### src/rtl/c8ie_pkg.sv
`timescale 1ns / 1ps
// ----------------------------------------------------------------------------
// c8ie_pkg
// Shared types and constants of the CHIP-8 instruction execute block.
// ----------------------------------------------------------------------------
package c8ie_pkg;

	localparam int ADDR_W            = 12;
	localparam int STACK_ENTRIES_DEF = 16;
	localparam int QUEUE_DEPTH       = 2;
	localparam logic [ADDR_W-1:0] START_DEFAULT = 12'h200;

	// Result status codes
	typedef enum logic [1:0] {
		ST_DONE      = 2'd0,
		ST_OVERFLOW  = 2'd1,
		ST_UNDERFLOW = 2'd2,
		ST_UNHANDLED = 2'd3
	} status_t;

	// Instruction classes resolved by the front end
	typedef enum logic [3:0] {
		OP_CLS,
		OP_RET,
		OP_JP,
		OP_CALL,
		OP_SE_IMM,
		OP_SNE_IMM,
		OP_SE_REG,
		OP_SNE_REG,
		OP_LD_IMM,
		OP_ADD_IMM,
		OP_ALU,
		OP_LD_I,
		OP_JP_V0,
		OP_RND,
		OP_UNHANDLED
	} op_class_t;

	// 8XYn sub-operations, coded by the low nibble
	typedef enum logic [3:0] {
		ALU_MOV  = 4'h0,
		ALU_OR   = 4'h1,
		ALU_AND  = 4'h2,
		ALU_XOR  = 4'h3,
		ALU_ADD  = 4'h4,
		ALU_SUB  = 4'h5,
		ALU_SHR  = 4'h6,
		ALU_SUBN = 4'h7,
		ALU_SHL  = 4'hE
	} alu_op_t;

	typedef struct packed {
		logic [15:0] instruction;
		logic [7:0]  random_byte;
	} in_item_t;

	typedef struct packed {
		logic [ADDR_W-1:0] next_pc;
		logic [ADDR_W-1:0] index_value;
		logic              write_enable;
		logic [3:0]        write_reg;
		logic [7:0]        write_value;
		logic [7:0]        flag_value;
		logic              clear_screen;
		status_t           status;
	} out_item_t;

	// Classified instruction as held in the queue
	typedef struct packed {
		op_class_t         cls;
		alu_op_t           alu;
		logic [3:0]        x;
		logic [3:0]        y;
		logic [ADDR_W-1:0] nnn;
		logic [7:0]        rnd;
	} dec_t;

endpackage

### src/rtl/c8ie_front.sv
`timescale 1ns / 1ps
// ----------------------------------------------------------------------------
// c8ie_front
// Accepts instruction requests and registers them in classified form.
// ----------------------------------------------------------------------------
module c8ie_front (
	input  logic               clk,
	input  logic               arst_n,
	input  logic               in_valid,
	output logic               in_ready,
	input  c8ie_pkg::in_item_t in_data,
	output logic               push_valid,
	input  logic               push_ready,
	output c8ie_pkg::dec_t     push_data
);
	import c8ie_pkg::*;

	localparam logic [3:0] GRP_SYS  = 4'h0;
	localparam logic [3:0] GRP_JP   = 4'h1;
	localparam logic [3:0] GRP_CALL = 4'h2;
	localparam logic [3:0] GRP_SE   = 4'h3;
	localparam logic [3:0] GRP_SNE  = 4'h4;
	localparam logic [3:0] GRP_SER  = 4'h5;
	localparam logic [3:0] GRP_LD   = 4'h6;
	localparam logic [3:0] GRP_ADD  = 4'h7;
	localparam logic [3:0] GRP_ALU  = 4'h8;
	localparam logic [3:0] GRP_SNER = 4'h9;
	localparam logic [3:0] GRP_LDI  = 4'hA;
	localparam logic [3:0] GRP_JPV0 = 4'hB;
	localparam logic [3:0] GRP_RND  = 4'hC;

	localparam logic [15:0] INSTR_CLS = 16'h00E0;
	localparam logic [15:0] INSTR_RET = 16'h00EE;

	logic        vld_s1;
	dec_t        dec_s1;
	dec_t        dec;
	logic [15:0] ins;

	assign ins = in_data.instruction;

	// Classify the incoming instruction
	always_comb begin
		dec.x   = ins[11:8];
		dec.y   = ins[7:4];
		dec.nnn = ins[11:0];
		dec.rnd = in_data.random_byte;
		dec.alu = alu_op_t'(ins[3:0]);
		case (ins[15:12])
			GRP_SYS: begin
				if (ins == INSTR_CLS)
					dec.cls = OP_CLS;
				else if (ins == INSTR_RET)
					dec.cls = OP_RET;
				else
					dec.cls = OP_UNHANDLED;
			end
			GRP_JP:   dec.cls = OP_JP;
			GRP_CALL: dec.cls = OP_CALL;
			GRP_SE:   dec.cls = OP_SE_IMM;
			GRP_SNE:  dec.cls = OP_SNE_IMM;
			GRP_SER:  dec.cls = OP_SE_REG;
			GRP_LD:   dec.cls = OP_LD_IMM;
			GRP_ADD:  dec.cls = OP_ADD_IMM;
			GRP_ALU: begin
				case (dec.alu)
					ALU_MOV, ALU_OR, ALU_AND, ALU_XOR, ALU_ADD,
					ALU_SUB, ALU_SHR, ALU_SUBN, ALU_SHL: dec.cls = OP_ALU;
					default: dec.cls = OP_UNHANDLED;
				endcase
			end
			GRP_SNER: dec.cls = OP_SNE_REG;
			GRP_LDI:  dec.cls = OP_LD_I;
			GRP_JPV0: dec.cls = OP_JP_V0;
			GRP_RND:  dec.cls = OP_RND;
			default:  dec.cls = OP_UNHANDLED;
		endcase
	end

	// Hold a request until the queue takes it
	assign in_ready   = !vld_s1 || push_ready;
	assign push_valid = vld_s1;
	assign push_data  = dec_s1;

	always_ff @(posedge clk or negedge arst_n) begin
		if (!arst_n) begin
			vld_s1 <= 1'b0;
		end else if (in_ready) begin
			vld_s1 <= in_valid;
		end
	end

	always_ff @(posedge clk) begin
		if (in_ready && in_valid) begin
			dec_s1 <= dec;
		end
	end

endmodule

### src/rtl/c8ie_queue.sv
`timescale 1ns / 1ps
// ----------------------------------------------------------------------------
// c8ie_queue
// Short queue of classified requests between front and back end.
// ----------------------------------------------------------------------------
module c8ie_queue (
	input  logic           clk,
	input  logic           arst_n,
	input  logic           push_valid,
	output logic           push_ready,
	input  c8ie_pkg::dec_t push_data,
	output logic           pop_valid,
	input  logic           pop_ready,
	output c8ie_pkg::dec_t pop_data
);
	import c8ie_pkg::*;

	localparam int PTR_W = (QUEUE_DEPTH > 1) ? $clog2(QUEUE_DEPTH) : 1;
	localparam int CNT_W = $clog2(QUEUE_DEPTH + 1);

	dec_t             entry_q [QUEUE_DEPTH];
	logic [PTR_W-1:0] wr_ptr_q;
	logic [PTR_W-1:0] rd_ptr_q;
	logic [CNT_W-1:0] count_q;
	logic             do_push;
	logic             do_pop;

	assign pop_valid  = (count_q != '0);
	assign push_ready = (count_q != CNT_W'(QUEUE_DEPTH)) || pop_ready;
	assign do_push    = push_valid && push_ready;
	assign do_pop     = pop_valid && pop_ready;
	assign pop_data   = entry_q[rd_ptr_q];

	// Advance pointers and fill level
	always_ff @(posedge clk or negedge arst_n) begin
		if (!arst_n) begin
			wr_ptr_q <= '0;
			rd_ptr_q <= '0;
			count_q  <= '0;
		end else begin
			if (do_push)
				wr_ptr_q <= (wr_ptr_q == PTR_W'(QUEUE_DEPTH - 1)) ? '0 : wr_ptr_q + 1'b1;
			if (do_pop)
				rd_ptr_q <= (rd_ptr_q == PTR_W'(QUEUE_DEPTH - 1)) ? '0 : rd_ptr_q + 1'b1;
			if (do_push && !do_pop)
				count_q <= count_q + 1'b1;
			else if (do_pop && !do_push)
				count_q <= count_q - 1'b1;
		end
	end

	always_ff @(posedge clk) begin
		if (do_push) begin
			entry_q[wr_ptr_q] <= push_data;
		end
	end

endmodule

### src/rtl/c8ie_back.sv
`timescale 1ns / 1ps
// ----------------------------------------------------------------------------
// c8ie_back
// Reads operands, executes one instruction per cycle while the output is not stalled and holds the result.
// ----------------------------------------------------------------------------
module c8ie_back #(
	parameter int STACK_ENTRIES = c8ie_pkg::STACK_ENTRIES_DEF
) (
	input  logic                        clk,
	input  logic                        arst_n,
	input  logic                        pop_valid,
	output logic                        pop_ready,
	input  c8ie_pkg::dec_t              pop_data,
	input  logic                        cfg_we,
	input  logic [c8ie_pkg::ADDR_W-1:0] cfg_data,
	output logic                        out_valid,
	input  logic                        out_ready,
	output c8ie_pkg::out_item_t         out_data
);
	import c8ie_pkg::*;

	localparam int SIDX_W = $clog2(STACK_ENTRIES);
	localparam int CNT_W  = $clog2(STACK_ENTRIES + 1);
	localparam logic [3:0] REG_V0 = 4'h0;
	localparam logic [3:0] REG_VF = 4'hF;

	// Operand stage
	logic              valid_s2;
	dec_t              dec_s2;
	logic [7:0]        vx_s2;
	logic [7:0]        vy_s2;

	// Architectural state
	logic [ADDR_W-1:0] pc_q;
	logic [ADDR_W-1:0] idx_q;
	logic [7:0]        v0_q;
	logic [7:0]        vf_q;
	logic [15:0]       vld_q;
	logic [7:0]        mem_x [16];
	logic [7:0]        mem_y [16];
	logic [ADDR_W-1:0] stk_mem [STACK_ENTRIES];
	logic [ADDR_W-1:0] top_q;
	logic [CNT_W-1:0]  cnt_q;

	// Output register
	logic              out_valid_q;
	out_item_t         out_q;

	// Execute results
	logic              fire;
	logic              load;
	logic [ADDR_W-1:0] pc_adv;
	logic [ADDR_W-1:0] pc_n;
	logic [ADDR_W-1:0] idx_n;
	logic              wr;
	logic [7:0]        wv;
	logic              fl_wr;
	logic [7:0]        fl_v;
	logic              clr;
	status_t           st;
	logic              push;
	logic              pop;
	logic              skip;
	logic [8:0]        sum9;
	logic [7:0]        vf_d;
	logic              mem_wr;
	logic              byp_x;
	logic              byp_y;
	logic [7:0]        byp_val_x;
	logic [7:0]        byp_val_y;
	logic [SIDX_W-1:0] stk_rd_addr;

	assign fire      = valid_s2 && (!out_valid_q || out_ready);
	assign pop_ready = !valid_s2 || fire;
	assign load      = pop_valid && pop_ready;
	assign pc_adv    = pc_q + ADDR_W'(2);
	assign sum9      = {1'b0, vx_s2} + {1'b0, vy_s2};

	// Execute the instruction held in the operand stage
	always_comb begin
		pc_n  = pc_adv;
		idx_n = idx_q;
		wr    = 1'b0;
		wv    = '0;
		fl_wr = 1'b0;
		fl_v  = '0;
		clr   = 1'b0;
		st    = ST_DONE;
		push  = 1'b0;
		pop   = 1'b0;
		skip  = 1'b0;
		case (dec_s2.cls)
			OP_CLS: clr = 1'b1;
			OP_RET: begin
				if (cnt_q == '0) begin
					st = ST_UNDERFLOW;
				end else begin
					pop  = 1'b1;
					pc_n = top_q;
				end
			end
			OP_JP: pc_n = dec_s2.nnn;
			OP_CALL: begin
				if (cnt_q == CNT_W'(STACK_ENTRIES)) begin
					st = ST_OVERFLOW;
				end else begin
					push = 1'b1;
					pc_n = dec_s2.nnn;
				end
			end
			OP_SE_IMM:  skip = (vx_s2 == dec_s2.nnn[7:0]);
			OP_SNE_IMM: skip = (vx_s2 != dec_s2.nnn[7:0]);
			OP_SE_REG:  skip = (vx_s2 == vy_s2);
			OP_SNE_REG: skip = (vx_s2 != vy_s2);
			OP_LD_IMM: begin
				wr = 1'b1;
				wv = dec_s2.nnn[7:0];
			end
			OP_ADD_IMM: begin
				wr = 1'b1;
				wv = vx_s2 + dec_s2.nnn[7:0];
			end
			OP_ALU: begin
				wr = 1'b1;
				case (dec_s2.alu)
					ALU_MOV: wv = vy_s2;
					ALU_OR:  wv = vx_s2 | vy_s2;
					ALU_AND: wv = vx_s2 & vy_s2;
					ALU_XOR: wv = vx_s2 ^ vy_s2;
					ALU_ADD: begin
						wv    = sum9[7:0];
						fl_wr = 1'b1;
						fl_v  = {7'd0, sum9[8]};
					end
					ALU_SUB: begin
						wv    = vx_s2 - vy_s2;
						fl_wr = 1'b1;
						fl_v  = {7'd0, (vx_s2 >= vy_s2)};
					end
					ALU_SHR: begin
						wv    = {1'b0, vx_s2[7:1]};
						fl_wr = 1'b1;
						fl_v  = {7'd0, vx_s2[0]};
					end
					ALU_SUBN: begin
						wv    = vy_s2 - vx_s2;
						fl_wr = 1'b1;
						fl_v  = {7'd0, (vy_s2 >= vx_s2)};
					end
					ALU_SHL: begin
						wv    = {vx_s2[6:0], 1'b0};
						fl_wr = 1'b1;
						fl_v  = {7'd0, vx_s2[7]};
					end
					default: begin
						wr = 1'b0;
						st = ST_UNHANDLED;
					end
				endcase
			end
			OP_LD_I:  idx_n = dec_s2.nnn;
			OP_JP_V0: pc_n = dec_s2.nnn + {{(ADDR_W - 8){1'b0}}, v0_q};
			OP_RND: begin
				wr = 1'b1;
				wv = dec_s2.rnd & dec_s2.nnn[7:0];
			end
			default: st = ST_UNHANDLED;
		endcase
		if (skip)
			pc_n = pc_adv + ADDR_W'(2);
	end

	// VF is written first and VX second, so a write to VF as VX wins
	always_comb begin
		if (wr && dec_s2.x == REG_VF)
			vf_d = wv;
		else if (fl_wr)
			vf_d = fl_v;
		else
			vf_d = vf_q;
	end

	assign mem_wr = fire && wr && (dec_s2.x != REG_VF);

	// Forward the retiring write into operands read at the same edge
	always_comb begin
		byp_x     = 1'b0;
		byp_val_x = wv;
		byp_y     = 1'b0;
		byp_val_y = wv;
		if (pop_data.x == REG_VF) begin
			byp_x     = 1'b1;
			byp_val_x = fire ? vf_d : vf_q;
		end else if (mem_wr && dec_s2.x == pop_data.x) begin
			byp_x = 1'b1;
		end
		if (pop_data.y == REG_VF) begin
			byp_y     = 1'b1;
			byp_val_y = fire ? vf_d : vf_q;
		end else if (mem_wr && dec_s2.x == pop_data.y) begin
			byp_y = 1'b1;
		end
	end

	assign stk_rd_addr = SIDX_W'(cnt_q - CNT_W'(2));

	// Control state and architectural registers
	always_ff @(posedge clk or negedge arst_n) begin
		if (!arst_n) begin
			valid_s2    <= 1'b0;
			out_valid_q <= 1'b0;
			pc_q        <= START_DEFAULT;
			idx_q       <= '0;
			v0_q        <= '0;
			vf_q        <= '0;
			vld_q       <= '0;
			cnt_q       <= '0;
		end else begin
			if (pop_ready)
				valid_s2 <= pop_valid;
			if (fire)
				out_valid_q <= 1'b1;
			else if (out_ready)
				out_valid_q <= 1'b0;
			if (cfg_we) begin
				pc_q <= cfg_data;
			end else if (fire) begin
				pc_q <= pc_n;
			end
			if (fire) begin
				idx_q <= idx_n;
				vf_q  <= vf_d;
				if (wr && dec_s2.x == REG_V0)
					v0_q <= wv;
				if (mem_wr)
					vld_q[dec_s2.x] <= 1'b1;
				if (push)
					cnt_q <= cnt_q + 1'b1;
				else if (pop)
					cnt_q <= cnt_q - 1'b1;
			end
		end
	end

	// Register file copies, one per read port
	always_ff @(posedge clk) begin
		if (mem_wr) begin
			mem_x[dec_s2.x] <= wv;
			mem_y[dec_s2.x] <= wv;
		end
	end

	// Operand read with registered data
	always_ff @(posedge clk) begin
		if (load) begin
			dec_s2 <= pop_data;
			if (byp_x)
				vx_s2 <= byp_val_x;
			else if (!vld_q[pop_data.x])
				vx_s2 <= '0;
			else
				vx_s2 <= mem_x[pop_data.x];
			if (byp_y)
				vy_s2 <= byp_val_y;
			else if (!vld_q[pop_data.y])
				vy_s2 <= '0;
			else
				vy_s2 <= mem_y[pop_data.y];
		end
	end

	// Return stack with the top entry held in a register
	always_ff @(posedge clk) begin
		if (fire && push) begin
			stk_mem[cnt_q[SIDX_W-1:0]] <= pc_adv;
			top_q <= pc_adv;
		end else if (fire && pop) begin
			top_q <= stk_mem[stk_rd_addr];
		end
	end

	// Result register
	always_ff @(posedge clk) begin
		if (fire) begin
			out_q.next_pc      <= pc_n;
			out_q.index_value  <= idx_n;
			out_q.write_enable <= wr;
			out_q.write_reg    <= wr ? dec_s2.x : 4'd0;
			out_q.write_value  <= wr ? wv : 8'd0;
			out_q.flag_value   <= vf_d;
			out_q.clear_screen <= clr;
			out_q.status       <= st;
		end
	end

	assign out_valid = out_valid_q;
	assign out_data  = out_q;

endmodule

### src/rtl/chip8_instruction_execute.sv
`timescale 1ns / 1ps
// ----------------------------------------------------------------------------
// chip8_instruction_execute
// CHIP-8 instruction execution: classifying front end, request queue and
// execute back end with PC, I, V0..VF and the return stack.
// ----------------------------------------------------------------------------
//  channel  | ports                        | direction
//  ---------+------------------------------+-----------
//  input    | in_valid, in_ready, in_data   | request in
//  output   | out_valid, out_ready, out_data| result out
//  config   | cfg_we, cfg_data             | start address write
//
//  One instruction per cycle sustained while the output accepts results; a
//  request passes the front register (loaded at the accepting edge), the
//  queue, the operand read and the result register before its result is
//  valid. The execute step in the back end sets the rate.
//  Reset clears V0..VF, I and the stack depth and loads PC with 0x200; a
//  start address write loads PC at once. A stalled output backs up the
//  back end first, then the queue, then the input.
// ----------------------------------------------------------------------------
module chip8_instruction_execute #(
	parameter int STACK_ENTRIES = c8ie_pkg::STACK_ENTRIES_DEF
) (
	input  logic                        clk,
	input  logic                        arst_n,
	input  logic                        in_valid,
	output logic                        in_ready,
	input  c8ie_pkg::in_item_t          in_data,
	output logic                        out_valid,
	input  logic                        out_ready,
	output c8ie_pkg::out_item_t         out_data,
	input  logic                        cfg_we,
	input  logic [c8ie_pkg::ADDR_W-1:0] cfg_data
);
	import c8ie_pkg::*;

	logic push_valid;
	logic push_ready;
	dec_t push_data;
	logic pop_valid;
	logic pop_ready;
	dec_t pop_data;

	c8ie_front u_front (
		.clk        (clk),
		.arst_n     (arst_n),
		.in_valid   (in_valid),
		.in_ready   (in_ready),
		.in_data    (in_data),
		.push_valid (push_valid),
		.push_ready (push_ready),
		.push_data  (push_data)
	);

	c8ie_queue u_queue (
		.clk        (clk),
		.arst_n     (arst_n),
		.push_valid (push_valid),
		.push_ready (push_ready),
		.push_data  (push_data),
		.pop_valid  (pop_valid),
		.pop_ready  (pop_ready),
		.pop_data   (pop_data)
	);

	c8ie_back #(
		.STACK_ENTRIES (STACK_ENTRIES)
	) u_back (
		.clk       (clk),
		.arst_n    (arst_n),
		.pop_valid (pop_valid),
		.pop_ready (pop_ready),
		.pop_data  (pop_data),
		.cfg_we    (cfg_we),
		.cfg_data  (cfg_data),
		.out_valid (out_valid),
		.out_ready (out_ready),
		.out_data  (out_data)
	);

endmodule

### config.mk
export PLATFORM = sky130hd
export DESIGN_NAME = chip8_instruction_execute
export DESIGN_NICKNAME = d
export VERILOG_FILES = /design/src/rtl/c8ie_pkg.sv /design/src/rtl/c8ie_front.sv /design/src/rtl/c8ie_queue.sv /design/src/rtl/c8ie_back.sv /design/src/rtl/chip8_instruction_execute.sv
export SDC_FILE = /design/constraint.sdc
export NUM_CORES = 1
export LEC_CHECK = 0
export BUFFER_PORTS_ARGS = -buffer_cell sky130_fd_sc_hd__buf_2
export CORE_ASPECT_RATIO = 2
export CORE_MARGIN = 10
export CORE_UTILIZATION = 50
export CTS_BUF_LIST = sky130_fd_sc_hd__clkbuf_16
export CTS_CLUSTER_DIAMETER = 120
export DETAILED_ROUTE_END_ITERATION = 8
export GPL_TIMING_DRIVEN = 0
export MAX_ROUTING_LAYER = met4
export PLACE_DENSITY = 0.73
export REMOVE_ABC_BUFFERS = 1
export SLEW_MARGIN = 20
export SYNTH_ARGS = -nofsm -noshare
export SYNTH_HDL_FRONTEND = slang
export SYNTH_SLANG_ARGS = --single-unit
### constraint.sdc
create_clock -name clk -period 8.82 [get_ports clk]
set_input_delay 0.882 -clock clk [delete_from_list [all_inputs] [get_ports clk]]
set_output_delay 0.882 -clock clk [all_outputs]
set_load 0.02 [all_outputs]
==> flow_summary.ini, run 1 <==
[critical_path]
r2r_cells = 5
crit_end = u_back.mem_y[14][7]
worstPathArrival_ns = 5.05
r2r-end = u_back.mem_y[14][7]
worst-path-max-fanout = 26
reg2reg_from = u_back.dec_s2[11]
reg2reg_slack_ns = 3.97
end_kind = register
startpoint = u_back.dec_s2[11]
critPathKind = register to register
worst_ep_required_time_ns = 9.02
critPathLaunchType = register

[timing]
finalSetupViolCount = 0
period_minus_slack_ns = 4.850
hold_violations = 0
tightest_slew_ns = 1.222
setup_tns_ns = 0
fin_crit_sh_pct = 54.99
rsz0062_at_grt = no
slew_violations = 0
skew_ns = 0.02392
max_freq_mhz = 206.2
max_slew_margin_pct = 18.51

[clock_tree]
numCtsBuffers = 46
clkLatencyLatePin_ns = 0.60
ctsHoldBuffers = 0
clockBufferDepth = 3
cts_root_buf = clkbuf_16
post_cts_resized = 0
clkSlewWorstSetupHoldPaths_ns = 0.07
htree_levels = 2
cts.sinks = 559
cts_setup_buffers = 0
cts_tree = yes

[floorplan]
fp.dieW_um = 184.7
row_count = 120
die_area_um2 = 64540
core_um2 = 53600
start_util_pct = 50.61
fp.dieH_um = 349.4
ios = 91

[min_path]
min_path_type = primary input to async pin

[drt]
drc_errors = 0
first_iter_violations = 1943
routed_wirelength_um = 80480
ant_nets = 0
firstDrtPassIters = 8
vias = 19101
vias_per_cell = 6.564
wire_per_inst_um = 27.66

[placed_design]
numPortBuffers = 90
dp_cells = 2823
hpwl_um = 56700
gp_congestion = 0.9449
dpl_cell_area_um2 = 28860

[finish]
drive_gt1_share_pct = 17.39
final_cells = 2910
area_delta_synth_final_pct = 11.97
nNetsFinal = 2301
fin_area_um2 = 30380

[synth]
ys_types = 93
synth_area_leaders = edfxtp_1 54%, dfrtp_1 6.1%, mux4_2 5.6%
synthSimpleGateAreaFrac_pct = 13.09
netlist_area_um2 = 27130
synth_fa_ha_area_share_pct = 2.933
synth-compound-area-share_pct = 10.58
yosys_warnings = 0
synth_top_family_by_area = simple AND/OR/NAND/NOR gates
synth_common_cells = 492 x edfxtp_1, 377 x nand2_1, 79 x nand3_1, 79 x o21ai_0, 77 x nor2_1
synth.most_common_cell = edfxtp_1
yosys.area.top_type_share_pct = 54.46
synthCells = 2139
synth_area_per_cell_um2 = 12.68
synthMuxAreaShare_pct = 8.426
yosysSeqAreaShare_pct = 60.64
async_reset_ff_share_pct = 11.99
yosysTopAreaCell = edfxtp_1
synth_xor_xnor_area_share_pct = 1.259
synth_enable_flop_cells = 492
synth_seq_cells = 559
synth_ff_type = edfxtp_1

[power_and_ir_drop]
ir_drop_mv = 0.1765
p_leak_nw = 11.18
p_per_area_nw_per_um2 = 386.8

[flow_run]
maxCapViolCount = 0

[global_route]
grtUsageTotal_pct = 25.43
grt_max_degree = 69
grt_pass1_wl_um = 119600
grt_pass1_vias = 19201
overflow = 0
antenna_found_initial = 2

[run_status]
outcome = finished, final reports clean
placed cells by master, fill, tap and decap left out, drive strengths merged, types with 11 or more instances in the layout:
cell type / synthesis / final
or2: 16 / 16
and3: 48 / 48
dfrtp: 66 / 66
a21o: 20 / 20
nor4: 18 / 18
a311o: 24 / 24
a221o: 11 / 11
nand3: 80 / 80
mux2i: 31 / 31
nor3: 24 / 24
inv: 74 / 85
nand2: 377 / 377
and2: 16 / 16
clkbuf: 76 / 47
nor2b: 14 / 14
mux4: 68 / 68
ha: 54 / 54
o21ai: 92 / 92
xnor2: 24 / 24
a21oi: 53 / 53
edfxtp: 492 / 492
a31oi: 24 / 24
buf: 51 / 133
nor2: 77 / 77
a211oi: 12 / 12
xor2: 15 / 15
nand4: 15 / 15
clkinv: 3 / 24
nand2b: 18 / 18
a311oi: 34 / 34
mux2: 35 / 35
per-stage QoR:
step                      hold WS (ns)  util (%)  power [mW]  setup WS, ns
after floorplan                 0.4215         -       7.497         1.222
after global placement          0.4238     52.06       9.248        -4.088
after detailed placement        0.4291     53.84       9.560         3.968
after CTS                       0.1508     56.64       11.66         4.125
after global routing            0.1750     56.67       12.26         3.879
final                           0.1608     56.67       11.75         3.970
layer usage:
metal,part of all wire (%),global-route usage (%),wire (um),up-vias
met1,33,25.73,26170,9476
li1,-,-,-,8271
met5,0,-,0,-
met2,53,44.06,42520,1059
met3,6.5,3.478,5248,295
met4,8.1,18.44,6536,0
worst min-delay path by stage:
| stage | slack (ns) | startpoint | to | cells past startpoint |
|---|---|---|---|---|
| floorplan | 0.42 | u_front.push_data[0] | u_queue.entry_q[0][0] | 0 |
| global placement | 0.42 | u_front.push_data[34] | u_queue.entry_q[1][34] | 0 |
| detailed placement | 0.43 | u_front.push_data[14] | u_queue.entry_q[0][22] | 0 |
| CTS | 0.15 | arst_n | u_back.vld_q[14] | 1 |
| global route | 0.18 | arst_n | u_back.vld_q[14] | 1 |
| finish | 0.16 | arst_n | u_back.vld_q[14] | 1 |
sequential cells by signal, summed over array words and instances (netlist names), 2 cells and up:
name,count
u_queue.count_q,2
u_back.out_data,48
u_back.vy_s2,8
u_back.stk_mem,192
u_front.push_data,24
u_back.cnt_q,5
u_back.idx_q,12
u_back.vx_s2,8
u_back.vf_q,8
u_back.v0_q,8
u_back.dec_s2,24
u_back.top_q,12
u_back.mem_y,128
u_back.pc_q,12
u_queue.entry_q,48
u_back.vld_q,15
cell families (layout without fill, tap and decap cells):
group           Yosys count  count (layout)
buf+inv                 204             295
simple gates            746             746
other cells               1              10
fa+ha+maj                60              60
flops                   559             559
xor+xnor                 39              39
mux                     134             134
compound gates          396             396
report_power, final:
part / total, mW / switching (mW) / leakage, nW / internal [mW]
clock: 2.09 / 0.966 / 0.765 / 1.13
combinational: 5.31 / 3.34 / 5.05 / 1.98
sequential: 4.34 / 0.610 / 5.36 / 3.73
total: 11.8 / 4.91 / 11.2 / 6.84
worst max-delay path: stages (launching register included):
cell	delay, ns
edfxtp_1	1.12
clkinv_1	0.79
o21ai_1	0.99
a31oi_1	0.12
nor2b_1	0.91
inv_1	0.52
layout make-up:
cell class | count | area, um^2
clock inverter | 38 | 327.8
fill | 4189 | 23220
tap | 671 | 839.6
clock buffer | 47 | 1176
multi-input combinational | 1383 | 10070
timing repair buffer | 133 | 1199
antenna | 2 | 5.005
inverter | 77 | 297.8
sequential | 559 | 16460
Power figures use the tool's default switching activity.
==> run 2: changes to the inputs <==
- PLACE_DENSITY: 0.73 -> 0.76
- clock period: 8.82 -> 4.28 ns (I/O delays scaled with it)
==> run 2 against run 1 <==
Against the previous run:
- global-route usage down 0.11 points
- sequential power grew 110%
- fmax grew 14%
- utilization up 0.15 points
- critical endpoint is now u_back.vx_s2[2]
- clock skew rose by 0.014 ns
- non-clock buffer count grew 14
- cell count increased by 0.41%
- die area did not move
- power rose by 110%
- setup slack worse by 3.9 ns
- sequential share of layout area down 0.14 points
- critical path depth increased by 4
==> flow_summary.ini, run 2 (synthesized netlist as in run 1, its figures left out) <==
[floorplan]
die_area_um2 = 64540
row_count = 120
core_um2 = 53600
fp.dieH_um = 349.4
fp.dieW_um = 184.7
ios = 91
start_util_pct = 50.61

[finish]
nFillCells = 4042
multi_input_area_um2 = 10120
layout_commonest_cell = edfxtp_1
largest_reg_flops = 192
final_cell_mix = 492 x edfxtp_1, 375 x nand2_1, 90 x buf_2, 83 x inv_1
finalCoreUtilization_pct = 56.82
layout.area.seq_um2 = 16460
area_delta_synth_final_pct = 12.27
nNetsFinal = 2316
drive_gt1_share_pct = 17.82

[drt]
routed_wirelength_um = 80030
ant_nets = 0
vias_per_cell = 6.540
vias = 19109
first_iter_violations = 2134
wire_per_inst_um = 27.39
firstDrtPassIters = 6
drc_errors = 0

[critical_path]
cp_slowest_cell = dfrtp_4
worst_ep_required_time_ns = 4.69
critPathLaunchType = register
worst-path-max-fanout = 36
slowest_delay_ns = 0.80
end_kind = register
worstPathArrival_ns = 4.65
critPathKind = register to register
crit_chain = mux2i_4 > buf_16 > buf_16 > clkinv_2 > o21ai_0 > o211ai_1 > a21boi_2 > a32oi_1 > o21ai_0

[clock_tree]
clkLatencyLatePin_ns = 0.62
clkSlewWorstSetupHoldPaths_ns = 0.08
clockBufferDepth = 3
cts_root_buf = clkbuf_16
htree_levels = 2
numCtsBuffers = 46
cts_tree = yes
cts.sinks = 559

[power_and_ir_drop]
comb_power_share_pct = 45.7
ir_drop_mv = 0.4180
total_power_mw = 24.16
switching_share_pct = 42.18
p_leak_nw = 11.22
internal_power_mw = 13.97
seqPwrFrac_pct = 37.1
p_per_area_nw_per_um2 = 793.2
power_switching_mw = 10.19
clockPowerShare_pct = 17.2

[timing]
period_minus_slack_ns = 4.243
finalSetupViolCount = 0
tightest_slew_ns = 1.216
max_slew_margin_pct = 18.66
slew_violations = 0
hold_ws_ns = 0.02055
setup_tns_ns = 0
max_freq_mhz = 235.7
setup_slack_ns = 0.03703
skew_ns = 0.03829
hold_violations = 0
fin_crit_sh_pct = 99.13

[placed_design]
numPortBuffers = 90
post-place-ws_ns = -0.3925
gp_congestion = 0.9754
hpwl_um = 55920

[flow_run]
maxCapViolCount = 0

[global_route]
grtUsageTotal_pct = 25.33
antenna_found_initial = 1
overflow = 0
grt_max_degree = 69
grt_pass1_wl_um = 118700
grt_pass1_vias = 19445

[run_status]
outcome = finished, final reports clean

[min_path]
min_path_type = primary input to register
run 2: cell count changes in the layout (fill, tap and decap cells not counted), sizes merged:
cell | before | now
clkinv | 24 | 18
inv | 85 | 89
clkinvlp | 1 | 4
clkbuf | 47 | 46
diode | 2 | 1
dlygate4sd3 | 0 | 8
mux2i | 31 | 32
bufinv | 5 | 3
buf | 133 | 139
run 2: cell type report:
| class | instances | share of cell area, % |
|---|---|---|
| sequential | 559 | 54.05 |
| multi-input combinational | 1384 | 33.23 |
| timing repair buffer | 147 | 4.170 |
| clock buffer | 46 | 3.779 |
| tap | 671 | 2.756 |
| clock inverter | 37 | 1.031 |
| inverter | 77 | 0.9777 |
| antenna | 1 | 0.008216 |
run 2: critical path: cells and delay by family (launching register included):
family / cells / cell delay (ns)
compound gates: 5 / 1.91
buf+inv: 3 / 0.94
flops: 1 / 0.80
mux: 1 / 0.39
run 2: layer usage:
metal / track usage [%] / vias up / routed length [um]
li1: - / 8282 / -
met1: 24.71 / 9283 / 24890
met2: 43.11 / 1146 / 41040
met3: 3.758 / 398 / 5849
met4: 21.82 / 0 / 8244
met5: - / - / 0
run 2: what timing repair did:
| action | 4_1_cts | 5_1_grt |
|---|---|---|
| setup endpoints to repair | 74 | 36 |
| buffers inserted | 2 | 7 |
| resized for setup | 6 | 4 |
| pin swaps | 0 | 1 |
| hold endpoints to repair | 24 | 0 |
| cloned | 1 | 0 |
| hold buffers | 8 | 0 |
run 2: per-stage QoR:
stage | std cells | area (um^2)
after floorplan | 2019 | 26620
after global placement | 2780 | 27910
after detailed placement | 2820 | 28760
after CTS | 2914 | 30360
after global routing | 2922 | 30460
final | 2922 | 30460
run 2: power by group through the flow:
stage          Combinational (mW)  Clock (mW)  Sequential (mW)
6_report                     11.0        4.16             8.96
5_1_grt                      11.7        4.37             9.06
4_1_cts                      10.7        4.20             8.92
3_5_place_dp                 10.6           0             9.02
3_3_place_gp                 9.72           0             9.22
2_1_floorplan                6.50           0             8.95
run 2: final timing paths:
check                                     start                     to  slack [ns]  cells after the start
min in group asynchronous                arst_n        u_back.vld_q[1]        0.25                      2
max in group asynchronous                arst_n         u_back.pc_q[9]        3.39                      3
min                                  in_data[1]   u_front.push_data[1]        0.02                      1
max                            u_queue.rd_ptr_q        u_back.vx_s2[2]        0.04                      9
min reg2reg                u_front.push_data[7]  u_queue.entry_q[0][7]        0.42                      0
max reg2reg                    u_queue.rd_ptr_q        u_back.vx_s2[2]        0.04                      9
